<file path="config.mk">
export PLATFORM = sky130hd
export DESIGN_NAME = pga_out_buf
export DESIGN_NICKNAME = d
export VERILOG_FILES = /design/src/pga_pkg.sv /design/src/pga_out_buf.sv
export SDC_FILE = /design/constraint.sdc
export NUM_CORES = 1
export LEC_CHECK = 0
export BUFFER_PORTS_ARGS = -buffer_cell sky130_fd_sc_hd__buf_2
export CAP_MARGIN = 5
export CORE_MARGIN = 1
export CORE_UTILIZATION = 51
export DETAILED_ROUTE_END_ITERATION = 6
export MAX_ROUTING_LAYER = met4
export PLACE_DENSITY = 0.75
export SLEW_MARGIN = 40
export SYNTH_ARGS = -nofsm -noshare
export SYNTH_HDL_FRONTEND = slang
export SYNTH_SLANG_ARGS = --single-unit
</file>
<file path="constraint.sdc">
create_clock -name clk -period 5 [get_ports clk]
set_input_delay 0.25 -clock clk [delete_from_list [all_inputs] [get_ports clk]]
set_output_delay 0.25 -clock clk [all_outputs]
set_load 0.02 [all_outputs]
</file>
<file path="src/pga_pkg.sv">
// Shared types, constants and elaboration-time functions for the pixel
// gamma and alpha conversion block. Depends on nothing else.
package pga_pkg;

  localparam int FIELD_W   = 16;
  localparam int LOG_FRAC  = 20;
  localparam int GAMMA_LAT = 2 * LOG_FRAC + 4;

  localparam logic [15:0] GAMMA_ONE = 16'd4096;
  localparam logic [15:0] GAMMA_TOL = 16'd40;

  localparam int LAYOUT_ALPHA_BIT = 0;
  localparam int LAYOUT_COLOR_BIT = 1;

  localparam logic [1:0] MODE_PRE       = 2'b01;
  localparam int         MODE_UNPRE_BIT = 1;

  localparam logic [15:0] GAMMA_RESET  = 16'd4096;
  localparam logic [1:0]  MODE_RESET   = 2'b00;
  localparam logic [1:0]  LAYOUT_RESET = 2'b11;

  typedef enum logic [1:0] {
    REG_GAMMA      = 2'd0,
    REG_ALPHA_MODE = 2'd1,
    REG_LAYOUT     = 2'd2
  } reg_idx_t;

  typedef struct packed {
    logic [FIELD_W-1:0] red_or_gray;
    logic [FIELD_W-1:0] green_in;
    logic [FIELD_W-1:0] blue_in;
    logic [FIELD_W-1:0] alpha_in;
  } in_pix_t;

  typedef struct packed {
    logic [FIELD_W-1:0] red_or_gray_out;
    logic [FIELD_W-1:0] green_out;
    logic [FIELD_W-1:0] blue_out;
    logic [FIELD_W-1:0] alpha_out;
  } out_pix_t;

  typedef struct packed {
    logic pre;
    logic unpre;
  } alpha_ctl_t;

  function automatic longint unsigned isqrt64(longint unsigned v);
    longint unsigned r;
    longint unsigned b;
    longint unsigned rem;
    r   = 0;
    rem = v;
    b   = 64'd1 << 62;
    while (b > rem) b = b >> 2;
    while (b != 0) begin
      if (rem >= r + b) begin
        rem = rem - (r + b);
        r   = (r >> 1) + b;
      end else begin
        r = r >> 1;
      end
      b = b >> 2;
    end
    return r;
  endfunction

  function automatic logic [31:0] exp_const(int k);
    longint unsigned c;
    c = isqrt64(64'd1 << 63);
    for (int i = 1; i < k; i++) c = isqrt64(c << 32);
    return c[31:0];
  endfunction

  function automatic longint unsigned log2_fix(longint unsigned v);
    int unsigned     p;
    longint unsigned m;
    longint unsigned frac;
    p    = 0;
    frac = 0;
    while (p < 40 && (v >> (p + 1)) != 0) p++;
    m = (p <= 31) ? (v << (31 - p)) : (v >> (p - 31));
    for (int i = 0; i < LOG_FRAC; i++) begin
      m    = (m * m) >> 31;
      frac = frac << 1;
      if (m >= (64'd1 << 32)) begin
        frac = frac | 64'd1;
        m    = m >> 1;
      end
    end
    return (64'(p) << LOG_FRAC) | frac;
  endfunction

endpackage

</file>
<file path="src/pga_out_buf.sv">
// Output register with a one-entry skid stage for the result channel.
// Uses pga_pkg for the result type.
module pga_out_buf (
  input  logic              clk,
  input  logic              rst_n,
  input  logic              pv_i,
  input  pga_pkg::out_pix_t pd_i,
  output logic              full_o,
  output logic              out_valid,
  input  logic              out_stall,
  output pga_pkg::out_pix_t out_data
);

  logic              ov_r;
  logic              sv_r;
  pga_pkg::out_pix_t od_r;
  pga_pkg::out_pix_t sd_r;
  logic              take;

  assign take = ov_r && !out_stall;

  always_ff @(posedge clk) begin
    if (!rst_n) begin
      ov_r <= 1'b0;
      sv_r <= 1'b0;
    end else if (!sv_r) begin
      if (!ov_r || take) begin
        ov_r <= pv_i;
        od_r <= pd_i;
      end else if (pv_i) begin
        sv_r <= 1'b1;
        sd_r <= pd_i;
      end
    end else if (take) begin
      ov_r <= 1'b1;
      od_r <= sd_r;
      sv_r <= 1'b0;
    end
  end

  assign full_o    = sv_r;
  assign out_valid = ov_r;
  assign out_data  = od_r;

endmodule

</file>
-- Word-level counts from Yosys, hierarchy flattened
Index checks and enable logic that the tools add are counted.
- multiplexer cells: 10
- add/subtract/negate cells: 0
- magnitude comparators: 0
- equal/unequal tests: 1
- bitwise logic cells: 2
- divide/modulo/power cells: 0
- multiply operators: 0
- reductions and logical operators: 8
- shift operators: 0
- operator list (operator ; count):
    64-bit two-way mux ; 3
    1-bit two-way mux ; 7
    4-bit AND reduction ; 1
    3-bit AND reduction ; 1
    1-bit logical NOT ; 2
    2-bit by 1-bit inequality test with 1-bit output, second input constant ; 1
    1-bit inverter ; 2
    2-bit AND reduction ; 1
    2-bit nonzero test ; 1
    1-bit logical AND ; 1
    1-bit logical OR ; 1
- bits in latches: 0
- register bits: 130
- bits in read-only memories: 0
- memories kept: 0
- bits in writable memories: 0
- logic and storage cells: 31
- output and inout bits: 66

-- Logic depth before layout (Yosys ltp)
- depth after elaboration: 5
- mapped depth: 5
- gate-level depth less buffers: 2

-- Least setup slack after synthesis
No wires, ideal clock.
- kind: register to register
- start: register sv_r, in the netlist full_o
- end: register sd_r[0] (netlist name) (enable)
- period minus slack after synthesis: 3.974 ns
- cell stages (with the launch flop): 5
- setup time: 0.486 ns
- data required time: 4.514 ns
- arrival time: 3.488 ns
- slack: 1.026 ns
- path buffers: 2
- cells stage by stage: dfxtp_1 > buf_6 > buf_6 > nand2b_1 > nor2_1
- longest elaborated chain between the ends: 2
- ends and longest elaborated chain (item ; RTL line ; source):
    start: declaration ; pga_out_buf.sv:15 ; logic sv_r;
    start signal: assignment ; pga_out_buf.sv:25 ; sv_r <= 1'b0;
    start signal: assignment ; pga_out_buf.sv:31 ; sv_r <= 1'b1;
    start signal: assignment ; pga_out_buf.sv:37 ; sv_r <= 1'b0;
    1-bit inverter (no line) ; n/a ;
    4-bit AND reduction (no line) ; n/a ;
    end signal: assignment ; pga_out_buf.sv:32 ; sd_r <= pd_i;
    end: declaration ; pga_out_buf.sv:17 ; pga_pkg::out_pix_t sd_r;
No other way between the ends.
A chain may end at the register's enable or synchronous reset.

-- Worst setup path after layout
- start: register sv_r, in the netlist full_o
- end: register sd_r[31] (netlist name) (enable)
The elaborated chain is that of the path after synthesis.

==> impl_metrics.env <==
export IMPL_drt_iter0_drc=84
export IMPL_antenna_found_initial=0
export IMPL_synth_async_reset_ratio_pct=0
export IMPL_end_kind="flop"
export IMPL_clk_path_buf_depth=2
export IMPL_grt_max_degree=65
export IMPL_synth_top_area_cell="edfxtp_1"
export IMPL_r2r_cells=3
export IMPL_cts_tree="yes"
export IMPL_area_delta_synth_final_pct=42.1
export IMPL_netlist_area_leader_share_pct=80.2
export IMPL_layout_drive_gt1_share_pct=53.8
export IMPL_cts_htree_levels=4
export IMPL_cp_required_ns=5.15
export IMPL_powerDensity_nw_per_um2=394
export IMPL_rsz0062_at_grt="no"
export IMPL_cts_buffers=17
export IMPL_place_congestion=0.737
export IMPL_numPortBuffers=133
export IMPL_die_h_um=98.9
export IMPL_path_clk_slew_ns=0.06
export IMPL_cp_max_fo=44
export IMPL_fin_tns_setup_ns=0
export IMPL_tightest_slew_ns=0.574
export IMPL_slew_headroom_pct=61.7
export IMPL_fin_util_pct=74.4
export IMPL_final_setup_viol_count=0
export IMPL_fill_cells=543
export IMPL_start_util_pct=52.3
export IMPL_die_area_um2=9790
export IMPL_post_cts_resized=0
export IMPL_period_share_pct=40.9
export IMPL_yosysSeqAreaShare_pct=81.1
export IMPL_hold_depth=2
export IMPL_synth_area_um2=4790
export IMPL_cts_root_buf="clkbuf_8"
export IMPL_die_w_um=98.9
export IMPL_n_antenna_cell=0
export IMPL_cts_sinks=130
export IMPL_arrival_ns=2.19
export IMPL_hpwl_mm=5.26
export IMPL_ys_ff_latch=130
export IMPL_synth_area_top_cells="edfxtp_1 (80%), mux2_2 (11%), mux2_4 (5.3%)"
export IMPL_crit_path_start_kind="flop"
export IMPL_ys_top_cells_by_count="edfxtp_1 (128), mux2_2 (47), mux2_4 (17)"
export IMPL_hp_class="in -> reg"
export IMPL_synth_most_common_cell="edfxtp_1"
export IMPL_rows=35
export IMPL_grt_usage_pct=20.2
export IMPL_dr_total_vias=2744
export IMPL_p_leak_uw=0.00261
export IMPL_wl_mm=9.14
export IMPL_clock_latency_ns=0.49
export IMPL_min_period_ns=2.04
export IMPL_finalHoldViolations=0
export IMPL_io_pins=134
export IMPL_wire_per_inst_um=16.7
export IMPL_core_area_um2=9150
export IMPL_fin_nets=492
export IMPL_fin_skew_ns=0.00593
export IMPL_syn_nets=280
export IMPL_syn_inst=212
export IMPL_max_cap_viol_count=0
export IMPL_grt_overflow=0
export IMPL_grt_first_pass_wirelength_mm=14.1
export IMPL_yosysWarningCount=0
export IMPL_avgSynthCellArea_um2=22.6
export IMPL_synth_cell_types=15
export IMPL_grt_pass1_vias=2813
export IMPL_firstDrtPassIters=4
export IMPL_status="completed"
export IMPL_slew_violations=0
export IMPL_synth_flop_cell="edfxtp_1"
export IMPL_fmax_mhz=489
export IMPL_drtAntennaViolNets=0
export IMPL_path_class="reg -> reg"
export IMPL_vias_per_cell=5.01
export IMPL_worst_ir_drop_vdd_uv=241
export IMPL_synth_edff_count=128
export IMPL_drc=0
export IMPL_power_uw=2680
[power breakdown]
group / total (µW) / switching (µW) / internal [µW] / leakage [µW]
registers: 1280 / 21.0 / 1260 / 0.00121
clock network: 1140 / 440 / 704 / 0.000271
logic: 256 / 129 / 127 / 0.00113
total: 2680 / 590 / 2090 / 0.00261
[state kept, by name, summed over array words and instances, names as in the netlist]
name and flops:
out_data 64, sd_r 64, full_o 1, out_valid 1
[timing repair]
action                    in CTS  in global routing
hold endpoints to repair      64                  0
hold buffers                  64                  0
setup buffers                  0                  0
[worst max-delay path, cell delays in order (launching register included)]
cell	delay (ns)
dfxtp_4	0.51
nand2b_1	0.28
nor2_4	0.45
buf_4	0.45
[cell usage in the layout (no fill, tap or decap)]
| cell | count |
|---|---|
| clkinvlp_4 | 3 |
| buf_8 | 1 |
| mux2_4 | 17 |
| dfxtp_1 | 1 |
| dlygate4sd3_1 | 64 |
| nor2b_1 | 1 |
| nand3_1 | 1 |
| nand2b_1 | 1 |
| o21a_4 | 1 |
| buf_4 | 1 |
| clkinv_4 | 2 |
| nor2_4 | 1 |
| mux2_2 | 47 |
| a21oi_1 | 1 |
| o21ai_0 | 1 |
| inv_6 | 1 |
| buf_12 | 2 |
| clkbuf_8 | 1 |
| nor3b_1 | 1 |
| clkinv_1 | 1 |
| a21boi_1 | 1 |
| clkbuf_16 | 16 |
| bufinv_16 | 2 |
| nor2_1 | 1 |
| edfxtp_1 | 128 |
| dfxtp_4 | 1 |
| clkinv_2 | 6 |
| buf_2 | 133 |
[metrics by stage]
stage	instances	cell area (µm²)	worst slack (ns)	hold WS (ns)
3_5_place_dp	451	5590	2.93	0.446
4_1_cts	547	6790	2.89	0.0261
6_report	548	6810	2.96	0.0480
3_3_place_gp	449	5560	2.37	0.442
2_1_floorplan	212	4790	1.03	0.349
5_1_grt	548	6810	2.80	0.0321
[area by class of cell]
| class | count | area (µm²) | area share, % |
|---|---|---|---|
| clock inverter | 15 | 143 | 2.09 |
| multi-input combinational | 74 | 857 | 12.6 |
| sequential | 130 | 3890 | 57.1 |
| tap | 111 | 139 | 2.04 |
| timing repair buffer | 201 | 1370 | 20.1 |
| clock buffer | 17 | 414 | 6.08 |
[metal layers]
metal / vias up / share of wire, % / track usage [%]
met3: 5 / 5.0 / 4.89
met4: 0 / 0.48 / 7.92
met1: 1368 / 44 / 24.5
li1: 1277 / - / -
met5: - / 0 / -
met2: 94 / 51 / 33.0
[cells by family after synthesis]
family,Yosys count,share of synthesized area (%)
AOI/OAI and AO/OA,4,0.522
and+or+nand+nor,6,0.679
muxes,64,16.4
buffers and inverters,8,1.36
DFF,130,81.1
[final timing paths]
path                            slack [ns]           end  startpoint
worst max-delay path                  2.96      sd_r[31]      full_o
worst min register to register        0.54  out_data[61]    sd_r[61]
worst max register to register        2.96      sd_r[31]      full_o
worst min-delay path                  0.05     out_valid       rst_n
Note: power is estimated with default switching activity, not from simulation.
