## src/pga_pkg.sv

```systemverilog
// Shared types, constants and elaboration-time functions for the pixel
// gamma and alpha conversion block. Depends on nothing else.
package pga_pkg;

  localparam int FIELD_W   = 16;
  localparam int LOG_FRAC  = 20;
  localparam int GAMMA_LAT = 2 * LOG_FRAC + 4;

  localparam logic [15:0] GAMMA_ONE = 16'd4096;
  localparam logic [15:0] GAMMA_TOL = 16'd40;

  localparam int LAYOUT_ALPHA_BIT = 0;
  localparam int LAYOUT_COLOR_BIT = 1;

  localparam logic [1:0] MODE_PRE       = 2'b01;
  localparam int         MODE_UNPRE_BIT = 1;

  localparam logic [15:0] GAMMA_RESET  = 16'd4096;
  localparam logic [1:0]  MODE_RESET   = 2'b00;
  localparam logic [1:0]  LAYOUT_RESET = 2'b11;

  typedef enum logic [1:0] {
    REG_GAMMA      = 2'd0,
    REG_ALPHA_MODE = 2'd1,
    REG_LAYOUT     = 2'd2
  } reg_idx_t;

  typedef struct packed {
    logic [FIELD_W-1:0] red_or_gray;
    logic [FIELD_W-1:0] green_in;
    logic [FIELD_W-1:0] blue_in;
    logic [FIELD_W-1:0] alpha_in;
  } in_pix_t;

  typedef struct packed {
    logic [FIELD_W-1:0] red_or_gray_out;
    logic [FIELD_W-1:0] green_out;
    logic [FIELD_W-1:0] blue_out;
    logic [FIELD_W-1:0] alpha_out;
  } out_pix_t;

  typedef struct packed {
    logic pre;
    logic unpre;
  } alpha_ctl_t;

  function automatic longint unsigned isqrt64(longint unsigned v);
    longint unsigned r;
    longint unsigned b;
    longint unsigned rem;
    r   = 0;
    rem = v;
    b   = 64'd1 << 62;
    while (b > rem) b = b >> 2;
    while (b != 0) begin
      if (rem >= r + b) begin
        rem = rem - (r + b);
        r   = (r >> 1) + b;
      end else begin
        r = r >> 1;
      end
      b = b >> 2;
    end
    return r;
  endfunction

  function automatic logic [31:0] exp_const(int k);
    longint unsigned c;
    c = isqrt64(64'd1 << 63);
    for (int i = 1; i < k; i++) c = isqrt64(c << 32);
    return c[31:0];
  endfunction

  function automatic longint unsigned log2_fix(longint unsigned v);
    int unsigned     p;
    longint unsigned m;
    longint unsigned frac;
    p    = 0;
    frac = 0;
    while (p < 40 && (v >> (p + 1)) != 0) p++;
    m = (p <= 31) ? (v << (31 - p)) : (v >> (p - 31));
    for (int i = 0; i < LOG_FRAC; i++) begin
      m    = (m * m) >> 31;
      frac = frac << 1;
      if (m >= (64'd1 << 32)) begin
        frac = frac | 64'd1;
        m    = m >> 1;
      end
    end
    return (64'(p) << LOG_FRAC) | frac;
  endfunction

endpackage

```

## src/pga_alpha_lane.sv

```systemverilog
// Premultiply or unpremultiply of one colour component by alpha, with a
// bit-per-stage restoring divider. Uses pga_pkg.
module pga_alpha_lane #(
  parameter int CB = 16
) (
  input  logic                clk,
  input  logic                adv,
  input  pga_pkg::alpha_ctl_t ctl_i,
  input  logic [CB-1:0]       c_i,
  input  logic [CB-1:0]       a_i,
  output logic [CB-1:0]       res_o
);

  localparam int W2 = 2 * CB;
  localparam logic [CB-1:0] MAXV = '1;
  localparam logic [CB-1:0] HALF = MAXV >> 1;

  logic [W2-1:0] num_r;
  logic [CB-1:0] c0_r;
  logic [CB-1:0] a0_r;

  logic [W2-1:0] rem_r  [CB+1];
  logic [CB-1:0] q_r    [CB+1];
  logic [CB-1:0] pres_r [CB+1];
  logic          sat_r  [CB+1];
  logic [CB-1:0] c_r    [CB+1];
  logic [CB-1:0] a_r    [CB+1];

  logic [CB-1:0] res_r;
  logic [W2-1:0] num_nxt;
  logic [CB-1:0] q0;
  logic [CB:0]   rr;
  logic [CB-1:0] pres_nxt;
  logic [CB-1:0] res_nxt;

  always_comb begin
    if (ctl_i.pre) begin
      num_nxt = W2'(c_i) * W2'(a_i) + W2'(HALF);
    end else begin
      num_nxt = W2'(c_i) * W2'(MAXV) + W2'(a_i >> 1);
    end
  end

  always_ff @(posedge clk) begin
    if (adv) begin
      num_r <= num_nxt;
      c0_r  <= c_i;
      a0_r  <= a_i;
    end
  end

  always_comb begin
    q0       = num_r[W2-1:CB];
    rr       = {1'b0, num_r[CB-1:0]} + {1'b0, q0};
    pres_nxt = (rr >= {1'b0, MAXV}) ? (q0 + 1'b1) : q0;
  end

  always_ff @(posedge clk) begin
    if (adv) begin
      rem_r[0]  <= num_r;
      q_r[0]    <= '0;
      pres_r[0] <= pres_nxt;
      sat_r[0]  <= num_r >= {a0_r, {CB{1'b0}}};
      c_r[0]    <= c0_r;
      a_r[0]    <= a0_r;
    end
  end

  for (genvar i = 0; i < CB; i++) begin : g_div
    localparam int S = CB - 1 - i;
    logic [W2-1:0] d;
    logic          ge;
    assign d  = W2'(a_r[i]) << S;
    assign ge = rem_r[i] >= d;
    always_ff @(posedge clk) begin
      if (adv) begin
        rem_r[i+1]  <= ge ? (rem_r[i] - d) : rem_r[i];
        q_r[i+1]    <= {q_r[i][CB-2:0], ge};
        pres_r[i+1] <= pres_r[i];
        sat_r[i+1]  <= sat_r[i];
        c_r[i+1]    <= c_r[i];
        a_r[i+1]    <= a_r[i];
      end
    end
  end

  always_comb begin
    res_nxt = c_r[CB];
    if (ctl_i.pre) begin
      res_nxt = pres_r[CB];
    end else if (ctl_i.unpre && (a_r[CB] != '0)) begin
      res_nxt = sat_r[CB] ? MAXV : q_r[CB];
    end
  end

  always_ff @(posedge clk) begin
    if (adv) res_r <= res_nxt;
  end

  assign res_o = res_r;

endmodule

```

## config.mk

```make
export PLATFORM = sky130hd
export DESIGN_NAME = pga_alpha_lane
export DESIGN_NICKNAME = d
export VERILOG_FILES = /design/src/pga_pkg.sv /design/src/pga_alpha_lane.sv
export SDC_FILE = /design/constraint.sdc
export NUM_CORES = 2
export LEC_CHECK = 0
export BUFFER_PORTS_ARGS = -buffer_cell sky130_fd_sc_hd__buf_2
export CAP_MARGIN = 10
export CORE_MARGIN = 10
export CORE_UTILIZATION = 50
export CTS_CLUSTER_DIAMETER = 200
export DETAILED_ROUTE_END_ITERATION = 10
export PLACE_DENSITY = 0.66
export SYNTH_ARGS = -nofsm -noshare
export SYNTH_HDL_FRONTEND = slang
export SYNTH_SLANG_ARGS = --single-unit
export TNS_END_PERCENT = 30
```

## constraint.sdc

```tcl
create_clock -name clk -period 15.5 [get_ports clk]
set_input_delay 0 -clock clk [delete_from_list [all_inputs] [get_ports clk]]
set_output_delay 0 -clock clk [all_outputs]
set_load 0.01 [all_outputs]
```

## Word level (Yosys, flattened, before mapping)

Memories as Yosys holds them, arrays and structs flattened.
Cells that the tools add are included.

| operators by class | value |
|---|---|
| add/sub/neg operators | 20 |
| reductions and logical operators | 2 |
| muxes and demuxes | 23 |
| $mul | 2 |
| order comparisons | 18 |

Operator list:

| cell | number |
|---|---|
| 32-bit 2-to-1 mux | 17 |
| 16-bit 2-to-1 mux | 4 |
| 32-bit by 15-bit adder with 32-bit output | 1 |
| 32-bit by 15-bit adder with 32-bit output (second input constant) | 1 |
| 32-bit by 16-bit greater-or-equal comparator with 1-bit output | 1 |
| 32-bit by 17-bit greater-or-equal comparator with 1-bit output | 1 |
| 32-bit by 18-bit greater-or-equal comparator with 1-bit output | 1 |
| 32-bit by 19-bit greater-or-equal comparator with 1-bit output | 1 |
| 32-bit by 20-bit greater-or-equal comparator with 1-bit output | 1 |
| 32-bit by 21-bit greater-or-equal comparator with 1-bit output | 1 |
| 32-bit by 22-bit greater-or-equal comparator with 1-bit output | 1 |
| 32-bit by 23-bit greater-or-equal comparator with 1-bit output | 1 |
| 32-bit by 24-bit greater-or-equal comparator with 1-bit output | 1 |
| 32-bit by 25-bit greater-or-equal comparator with 1-bit output | 1 |
| 32-bit by 26-bit greater-or-equal comparator with 1-bit output | 1 |
| 32-bit by 27-bit greater-or-equal comparator with 1-bit output | 1 |
| 32-bit by 28-bit greater-or-equal comparator with 1-bit output | 1 |
| 32-bit by 29-bit greater-or-equal comparator with 1-bit output | 1 |
| 32-bit by 30-bit greater-or-equal comparator with 1-bit output | 1 |
| 32-bit by 31-bit greater-or-equal comparator with 1-bit output | 1 |
| 32-bit greater-or-equal comparator | 1 |
| 16-bit by 16-bit multiplier with 32-bit output | 1 |
| 16-bit by 16-bit multiplier with 32-bit output (second input constant) | 1 |
| 32-bit by 16-bit subtractor with 32-bit output | 1 |
| other kinds (21) | 22 |

| storage, ports and cells | value |
|---|---|
| memories | 6 |
| output and inout bits | 16 |
| RAM bits | 1649 |
| flip-flop bits (word level) | 80 |

Memories:

| name | words | width | rd ports | clocked after Yosys merged registers in | write ports | RTL line | text |
|---|---|---|---|---|---|---|---|
| rem_r | 17 | 32 | 16 | 0 | 17 | pga_alpha_lane.sv:22 | `logic [W2-1:0] rem_r [CB+1];` |
| a_r | 17 | 16 | 17 | 0 | 17 | pga_alpha_lane.sv:27 | `logic [CB-1:0] a_r [CB+1];` |
| c_r | 17 | 16 | 17 | 0 | 17 | pga_alpha_lane.sv:26 | `logic [CB-1:0] c_r [CB+1];` |
| pres_r | 17 | 16 | 17 | 0 | 17 | pga_alpha_lane.sv:24 | `logic [CB-1:0] pres_r [CB+1];` |
| q_r | 17 | 16 | 17 | 0 | 17 | pga_alpha_lane.sv:23 | `logic [CB-1:0] q_r [CB+1];` |
| sat_r | 17 | 1 | 17 | 0 | 17 | pga_alpha_lane.sv:25 | `logic sat_r [CB+1];` |

## Depth between registers and ports, before layout

An unclocked memory read counts as a cell.

| depth | value |
|---|---|
| depth in word-level cells | 5 |
| mapped depth | 24 |

## Worst setup path before layout

Ideal clock, no wire load.

| path | value |
|---|---|
| kind | input to register |
| from | input c_i[4] |
| to | register num_r[30], data pin |
| stages on the path | 22 |
| path buffers | 1 |
| library setup time | 0.270 ns |
| slack | 9.301 ns |
| data arrival time | 5.929 ns |
| cells stage by stage | clkbuf_1 > clkinv_1 > nor2_1 > fa_1 > fa_1 > fa_1 > fa_1 > fa_1 > inv_1 > fa_1 > inv_1 > ha_1 > a21oi_1 > o21ai_0 > a31oi_1 > o32ai_1 > o41ai_2 > o31ai_1 > and4_1 > a2111oi_0 > xor2_1 > mux2i_1 |

| between the ends | value |
|---|---|
| word-level cells in the longest chain between the ends | 3 |
| elaborated cells between the ends (all ways) | 5 |
| those cells by class | add/sub: 2; mul: 2; mux: 1 |

Ends and longest elaborated chain:

| item | RTL line | text |
|---|---|---|
| start: declaration | pga_alpha_lane.sv:9 | `input logic [CB-1:0] c_i,` |
| 16-bit by 16-bit multiplier with 32-bit output, on equally long branches | pga_alpha_lane.sv:40, pga_alpha_lane.sv:38 |  |
| 32-bit by 15-bit adder with 32-bit output, on equally long branches | pga_alpha_lane.sv:40, pga_alpha_lane.sv:38 |  |
| 32-bit 2-to-1 mux * | pga_alpha_lane.sv:37 | `if (ctl_i.pre) begin` |
| named net num_nxt[30] | pga_alpha_lane.sv:30 | `logic [W2-1:0] num_nxt;` |
| end signal: assignment | pga_alpha_lane.sv:46 | `num_r <= num_nxt;` |
| end: declaration | pga_alpha_lane.sv:18 | `logic [W2-1:0] num_r;` |

The timed path passes the listed nets; every way through them passes the cells marked *.
A chain may end at the register's enable or synchronous reset.

## Final worst setup path

Ends and elaborated chain as after synthesis.

==> results_tabular.tex <==
\begin{tabular}{lr}
\hline
Metric & Value \\
\hline
\multicolumn{2}{l}{\textbf{Status}} \\
Result of the run & complete, no violations \\
\multicolumn{2}{l}{\textbf{Floorplan}} \\
Vert. Die Dim & about 420 µm \\
Floorplan die width & between 400 and 500 µm \\
Number of top-level design ports & 52 \\
Starting density of the core & 50.2\% \\
Placeable core region & between 150000 and 200000 µm² \\
Number of rows in the core area & 147 \\
Area enclosed by the die boundary & 178000 µm² \\
\multicolumn{2}{l}{\textbf{Logic synthesis}} \\
Synth cell types & 88 \\
Gate count of the mapped netlist & 6156 \\
Warnings from Yosys & 0 \\
Fraction of synthesis flops using an asynchronous set or reset pin & 0\% \\
Average footprint of a synthesized cell & 13.1 µm² \\
Sequential area share after synthesis & 58.2\% \\
Synthesized area & 80500 µm² \\
EDFF count, synth & about 1600 \\
Synthesized netlist net count & 7037 \\
Most instantiated flip-flop cell in the synthesis netlist & sky130\_fd\_sc\_hd\_\_edfxtp\_1 \\
Register bit total from synthesis & 1561 \\
\multicolumn{2}{l}{\textbf{Cells and area}} \\
Nets@finish & around 7200 \\
Count of placed standard cells in the final layout, fillers left out & 8611 \\
Final core occ & 55.5\% \\
Filler cell count & 13000 \\
Fraction of final layout cells sized beyond drive strength 1 & 6.14\% \\
Ant diodes & 0 \\
Layout Area Growth over Synthesis & 10.4\% \\
\multicolumn{2}{l}{\textbf{Clocking}} \\
Number of H-tree levels & 4 \\
Clk\_lat worst skew & 0.79 ns \\
Buffer depth of the longest clock path & 3 \\
Clock slew seen by the registers of the worst setup and hold paths & about 0.07 ns \\
Cells resized by post-CTS repair & 0 \\
CTS sink count & 1561 \\
Clock tree from TritonCTS & built \\
Clock Tree Root & sky130\_fd\_sc\_hd\_\_clkbuf\_16 \\
Number of buffers inserted by post-CTS setup repair & 0 \\
Inserted Clock Buffers & 158 \\
\multicolumn{2}{l}{\textbf{Setup path}} \\
FF-to-FF path depth & 12 \\
Launch instance of the worst register-to-register path & num\_r[16] \\
Critical Path Fanout Max & 14 \\
Element type at the critical path start & primary input \\
Destination of the worst register-to-register timing path & pres\_r[0][6] \\
Startpoint of the worst setup timing path & c\_i[4] \\
Data required time at the worst endpoint & 16.00 ns \\
Worst setup path endpoint & num\_r[30] \\
Setup slack of the worst register-to-register path & between 10 and 15 ns \\
Type of element capturing the critical path & flop \\
Worst Path Arrival & around 7.7 ns \\
Startpoint-to-endpoint class of the critical path & in2reg \\
\multicolumn{2}{l}{\textbf{Placed design}} \\
Half-perimeter wire length after detailed placement & $\sim$120000 µm \\
Port-buffer cells & a little over 50 \\
Number of cells after detailed placement & 8297 \\
Global placer's final weighted congestion & between 0.9 and 1 \\
\multicolumn{2}{l}{\textbf{Routing}} \\
Starting DRC count in detailed routing & $\sim$3300 \\
Routed len/inst & approximately 19 µm \\
Final wirelength & 162000 µm \\
DRC violations left & 0 \\
Count of TritonRoute iterations in the first routing pass & 5 \\
DRT antenna net count & 0 \\
Vias per inst & 5.32 \\
Overall via count from detail\_route & 45800 \\
\multicolumn{2}{l}{\textbf{STA}} \\
Setup repair after global routing missed its margin & false \\
Post-layout min period & 7.19 ns \\
Tightest slew margin relative to the limit & 28.0\% \\
Period Utilization, post-route & 46.4\% \\
Number of endpoints with negative hold slack in the final report & 0 \\
Pin slew with the least headroom to its limit & between 1 and 1.5 ns \\
Finish-stage setup viols & 0 \\
Max Clock Freq & between 0.1 and 0.15 GHz \\
Setup TNS Final & 0 ns \\
Max-slew violation count & 0 \\
Clock skew & approximately 0.055 ns \\
\multicolumn{2}{l}{\textbf{Power}} \\
Cell leakage power & 35.5 nW \\
Sw Ratio & roughly 41\% \\
P per Cell Area & between 200 and 250 nW/µm² \\
Switching component of the power & roughly 8.3 mW \\
Clock network fraction of design power & 18.5\% \\
Worst vdd rail ir drop & 0.320 mV \\
Fraction of power consumed by sequential logic & 30.5\% \\
P\_int & about 12 mW \\
Combinational share of power & 51.0\% \\
\multicolumn{2}{l}{\textbf{Global route}} \\
Largest net degree at the start of global routing & 182 \\
GRT Resource Usage Total & 18.1\% \\
Number of global-route vias before repair & 46600 \\
First-pass GRT wire length & 256000 µm \\
Congestion Overflow GR & 0 \\
Antenna violations before repair & 2 \\
\multicolumn{2}{l}{\textbf{Job}} \\
Max capacitance violation total & 0 \\
\multicolumn{2}{l}{\textbf{Hold path}} \\
Classification of the worst-slack hold path & in2reg \\
\hline
\end{tabular}
## worst min path at each step
stage,startpoint,to,slack [ns],cells after the start
5_1_grt,ctl_i[0],res_o[4],0.1,4
6_report,ctl_i[0],res_o[14],0.07,4
3_5_place_dp,c0_r[10],c_r[0][10],0.40,0
2_1_floorplan,a_i[0],a0_r[0],0.1,0
4_1_cts,ctl_i[0],res_o[14],0.02,4
3_3_place_gp,c_r[4][7],c_r[5][7],0.40,0
## layout by cell type (no fill, tap or decap), types with 116 or more instances in the layout
master / netlist / routed
sky130_fd_sc_hd__xnor2_1: 201 / 201
sky130_fd_sc_hd__xor2_1: 157 / 157
sky130_fd_sc_hd__inv_1: 831 / 831
sky130_fd_sc_hd__ha_1: 481 / 481
sky130_fd_sc_hd__o21ai_0: 235 / 235
sky130_fd_sc_hd__nor2_1: 399 / 399
sky130_fd_sc_hd__edfxtp_1: 1561 / 1561
sky130_fd_sc_hd__nor3_1: 116 / 116
sky130_fd_sc_hd__a21oi_1: 311 / 310
sky130_fd_sc_hd__fa_1: 364 / 364
sky130_fd_sc_hd__nand2_1: 398 / 398
sky130_fd_sc_hd__clkbuf_16: 0 / 158
## kinds of logic (layout without fill, tap and decap cells)
| kind of cell | after synthesis | count (layout) | share of synthesized area, % |
|---|---|---|---|
| flip-flops | 1561 | 1561 | 58.2 |
| AO/OA/AOI/OAI | 970 | 970 | 7.53 |
| XOR/XNOR | 358 | 358 | 3.89 |
| multiplexers | 68 | 68 | 0.954 |
| buffers and inverters | 936 | 1231 | 4.42 |
| adder cells (fa/ha/maj) | 845 | 845 | 16.5 |
| AND/OR/NAND/NOR | 1418 | 1418 | 8.47 |
## cell usage after synthesis, types with 15 or more instances
cell                       number  area (µm²)
sky130_fd_sc_hd__a211o_1       15         131
sky130_fd_sc_hd__a211oi_1      35         263
sky130_fd_sc_hd__a21boi_0      28         210
sky130_fd_sc_hd__a21o_1       102         766
sky130_fd_sc_hd__a21oi_1      311        1560
sky130_fd_sc_hd__a31oi_1       22         138
sky130_fd_sc_hd__and2_1        55         344
sky130_fd_sc_hd__and3_1        30         188
sky130_fd_sc_hd__clkbuf_1      86         323
sky130_fd_sc_hd__edfxtp_1    1561       46900
sky130_fd_sc_hd__fa_1         364        7290
sky130_fd_sc_hd__ha_1         481        6020
sky130_fd_sc_hd__inv_1        831        3120
sky130_fd_sc_hd__mux2_2        50         563
sky130_fd_sc_hd__nand2_1      398        1490
sky130_fd_sc_hd__nand2b_1      61         382
sky130_fd_sc_hd__nand3_1       58         290
sky130_fd_sc_hd__nand4_1       49         307
sky130_fd_sc_hd__nor2_1       399        1500
sky130_fd_sc_hd__nor2b_1       54         338
sky130_fd_sc_hd__nor3_1       116         581
sky130_fd_sc_hd__nor4_1        59         369
sky130_fd_sc_hd__o211ai_1      17         128
sky130_fd_sc_hd__o21a_1        42         315
sky130_fd_sc_hd__o21ai_0      235        1180
sky130_fd_sc_hd__o21bai_1      22         165
sky130_fd_sc_hd__o31ai_1       38         285
sky130_fd_sc_hd__or3_1         45         282
sky130_fd_sc_hd__or4_1         21         158
sky130_fd_sc_hd__xnor2_1      201        1760
sky130_fd_sc_hd__xor2_1       157        1380
## power by group through the flow
stage               Sequential [mW]  Clock, mW  Combinational (mW)
floorplan                      6.07          0                7.33
global placement               6.27          0                10.1
detailed placement             6.29          0                10.2
CTS                            6.21       3.87                10.3
global route                   6.28       4.03                11.5
finish                         6.21       3.76                10.4
## layer usage
| layer | track usage (%) | share of wire (%) |
|---|---|---|
| met2 | 31.6 | 50 |
| met5 | 0 | 0 |
| met4 | 6.45 | 3.4 |
| met1 | 22.8 | 43 |
| met3 | 2.93 | 4.2 |
## metrics by stage
step | power, mW | hold WS (ns) | worst slack [ns] | cell area (µm²)
6_report | 20.3 | 0.0729 | 8.31 | 88900
5_1_grt | 21.8 | 0.0963 | 7.96 | 88900
4_1_cts | 20.3 | 0.0244 | 8.45 | 88900
3_5_place_dp | 16.5 | 0.405 | 8.13 | 83400
3_3_place_gp | 16.4 | 0.400 | 8.16 | 83400
2_1_floorplan | 13.4 | 0.0989 | 9.30 | 80500
## critical path, stage by stage
cell and delay [ns]:
sky130_fd_sc_hd__dlygate4sd3_1 0.52, sky130_fd_sc_hd__buf_2 0.42, sky130_fd_sc_hd__clkinv_1 0.40, sky130_fd_sc_hd__nor2_1 0.36
sky130_fd_sc_hd__fa_1 0.51, sky130_fd_sc_hd__fa_1 0.52, sky130_fd_sc_hd__fa_1 0.52, sky130_fd_sc_hd__fa_1 0.52
sky130_fd_sc_hd__fa_1 0.54, sky130_fd_sc_hd__inv_1 0.07, sky130_fd_sc_hd__fa_1 0.56, sky130_fd_sc_hd__inv_1 0.05
sky130_fd_sc_hd__ha_1 0.38, sky130_fd_sc_hd__a21oi_1 0.16, sky130_fd_sc_hd__o21ai_0 0.12, sky130_fd_sc_hd__a31oi_1 0.18
sky130_fd_sc_hd__o32ai_1 0.22, sky130_fd_sc_hd__o41ai_2 0.49, sky130_fd_sc_hd__o31ai_1 0.16, sky130_fd_sc_hd__and4_1 0.23
sky130_fd_sc_hd__a2111oi_0 0.48, sky130_fd_sc_hd__xor2_1 0.18, sky130_fd_sc_hd__mux2i_1 0.08
## registers in the layout, indices dropped and copies added, names as in the netlist
register / count
rem_r: 512
res_o: 16
sat_r: 17
a0_r: 16
pres_r: 272
q_r: 136
a_r: 272
num_r: 32
c0_r: 16
c_r: 272
## area by class of cell
cell class              instances  area (µm²)  area share [%]
clock buffers                 191        4080            4.59
multi-input cells            3659       30100            33.9
well taps                    2160        2700            3.04
clock inverters                89        1140            1.29
flip-flops and latches       1561       46900            52.7
repair buffers                114         868           0.976
inverters                     837        3140            3.53
## timing repair
action | CTS | global route
hold endpoints to repair | 169 | 0
hold buffers | 34 | 0
endpoints found under the setup margin | 0 | 0
No activity file was read; power rests on OpenSTA's default activity.
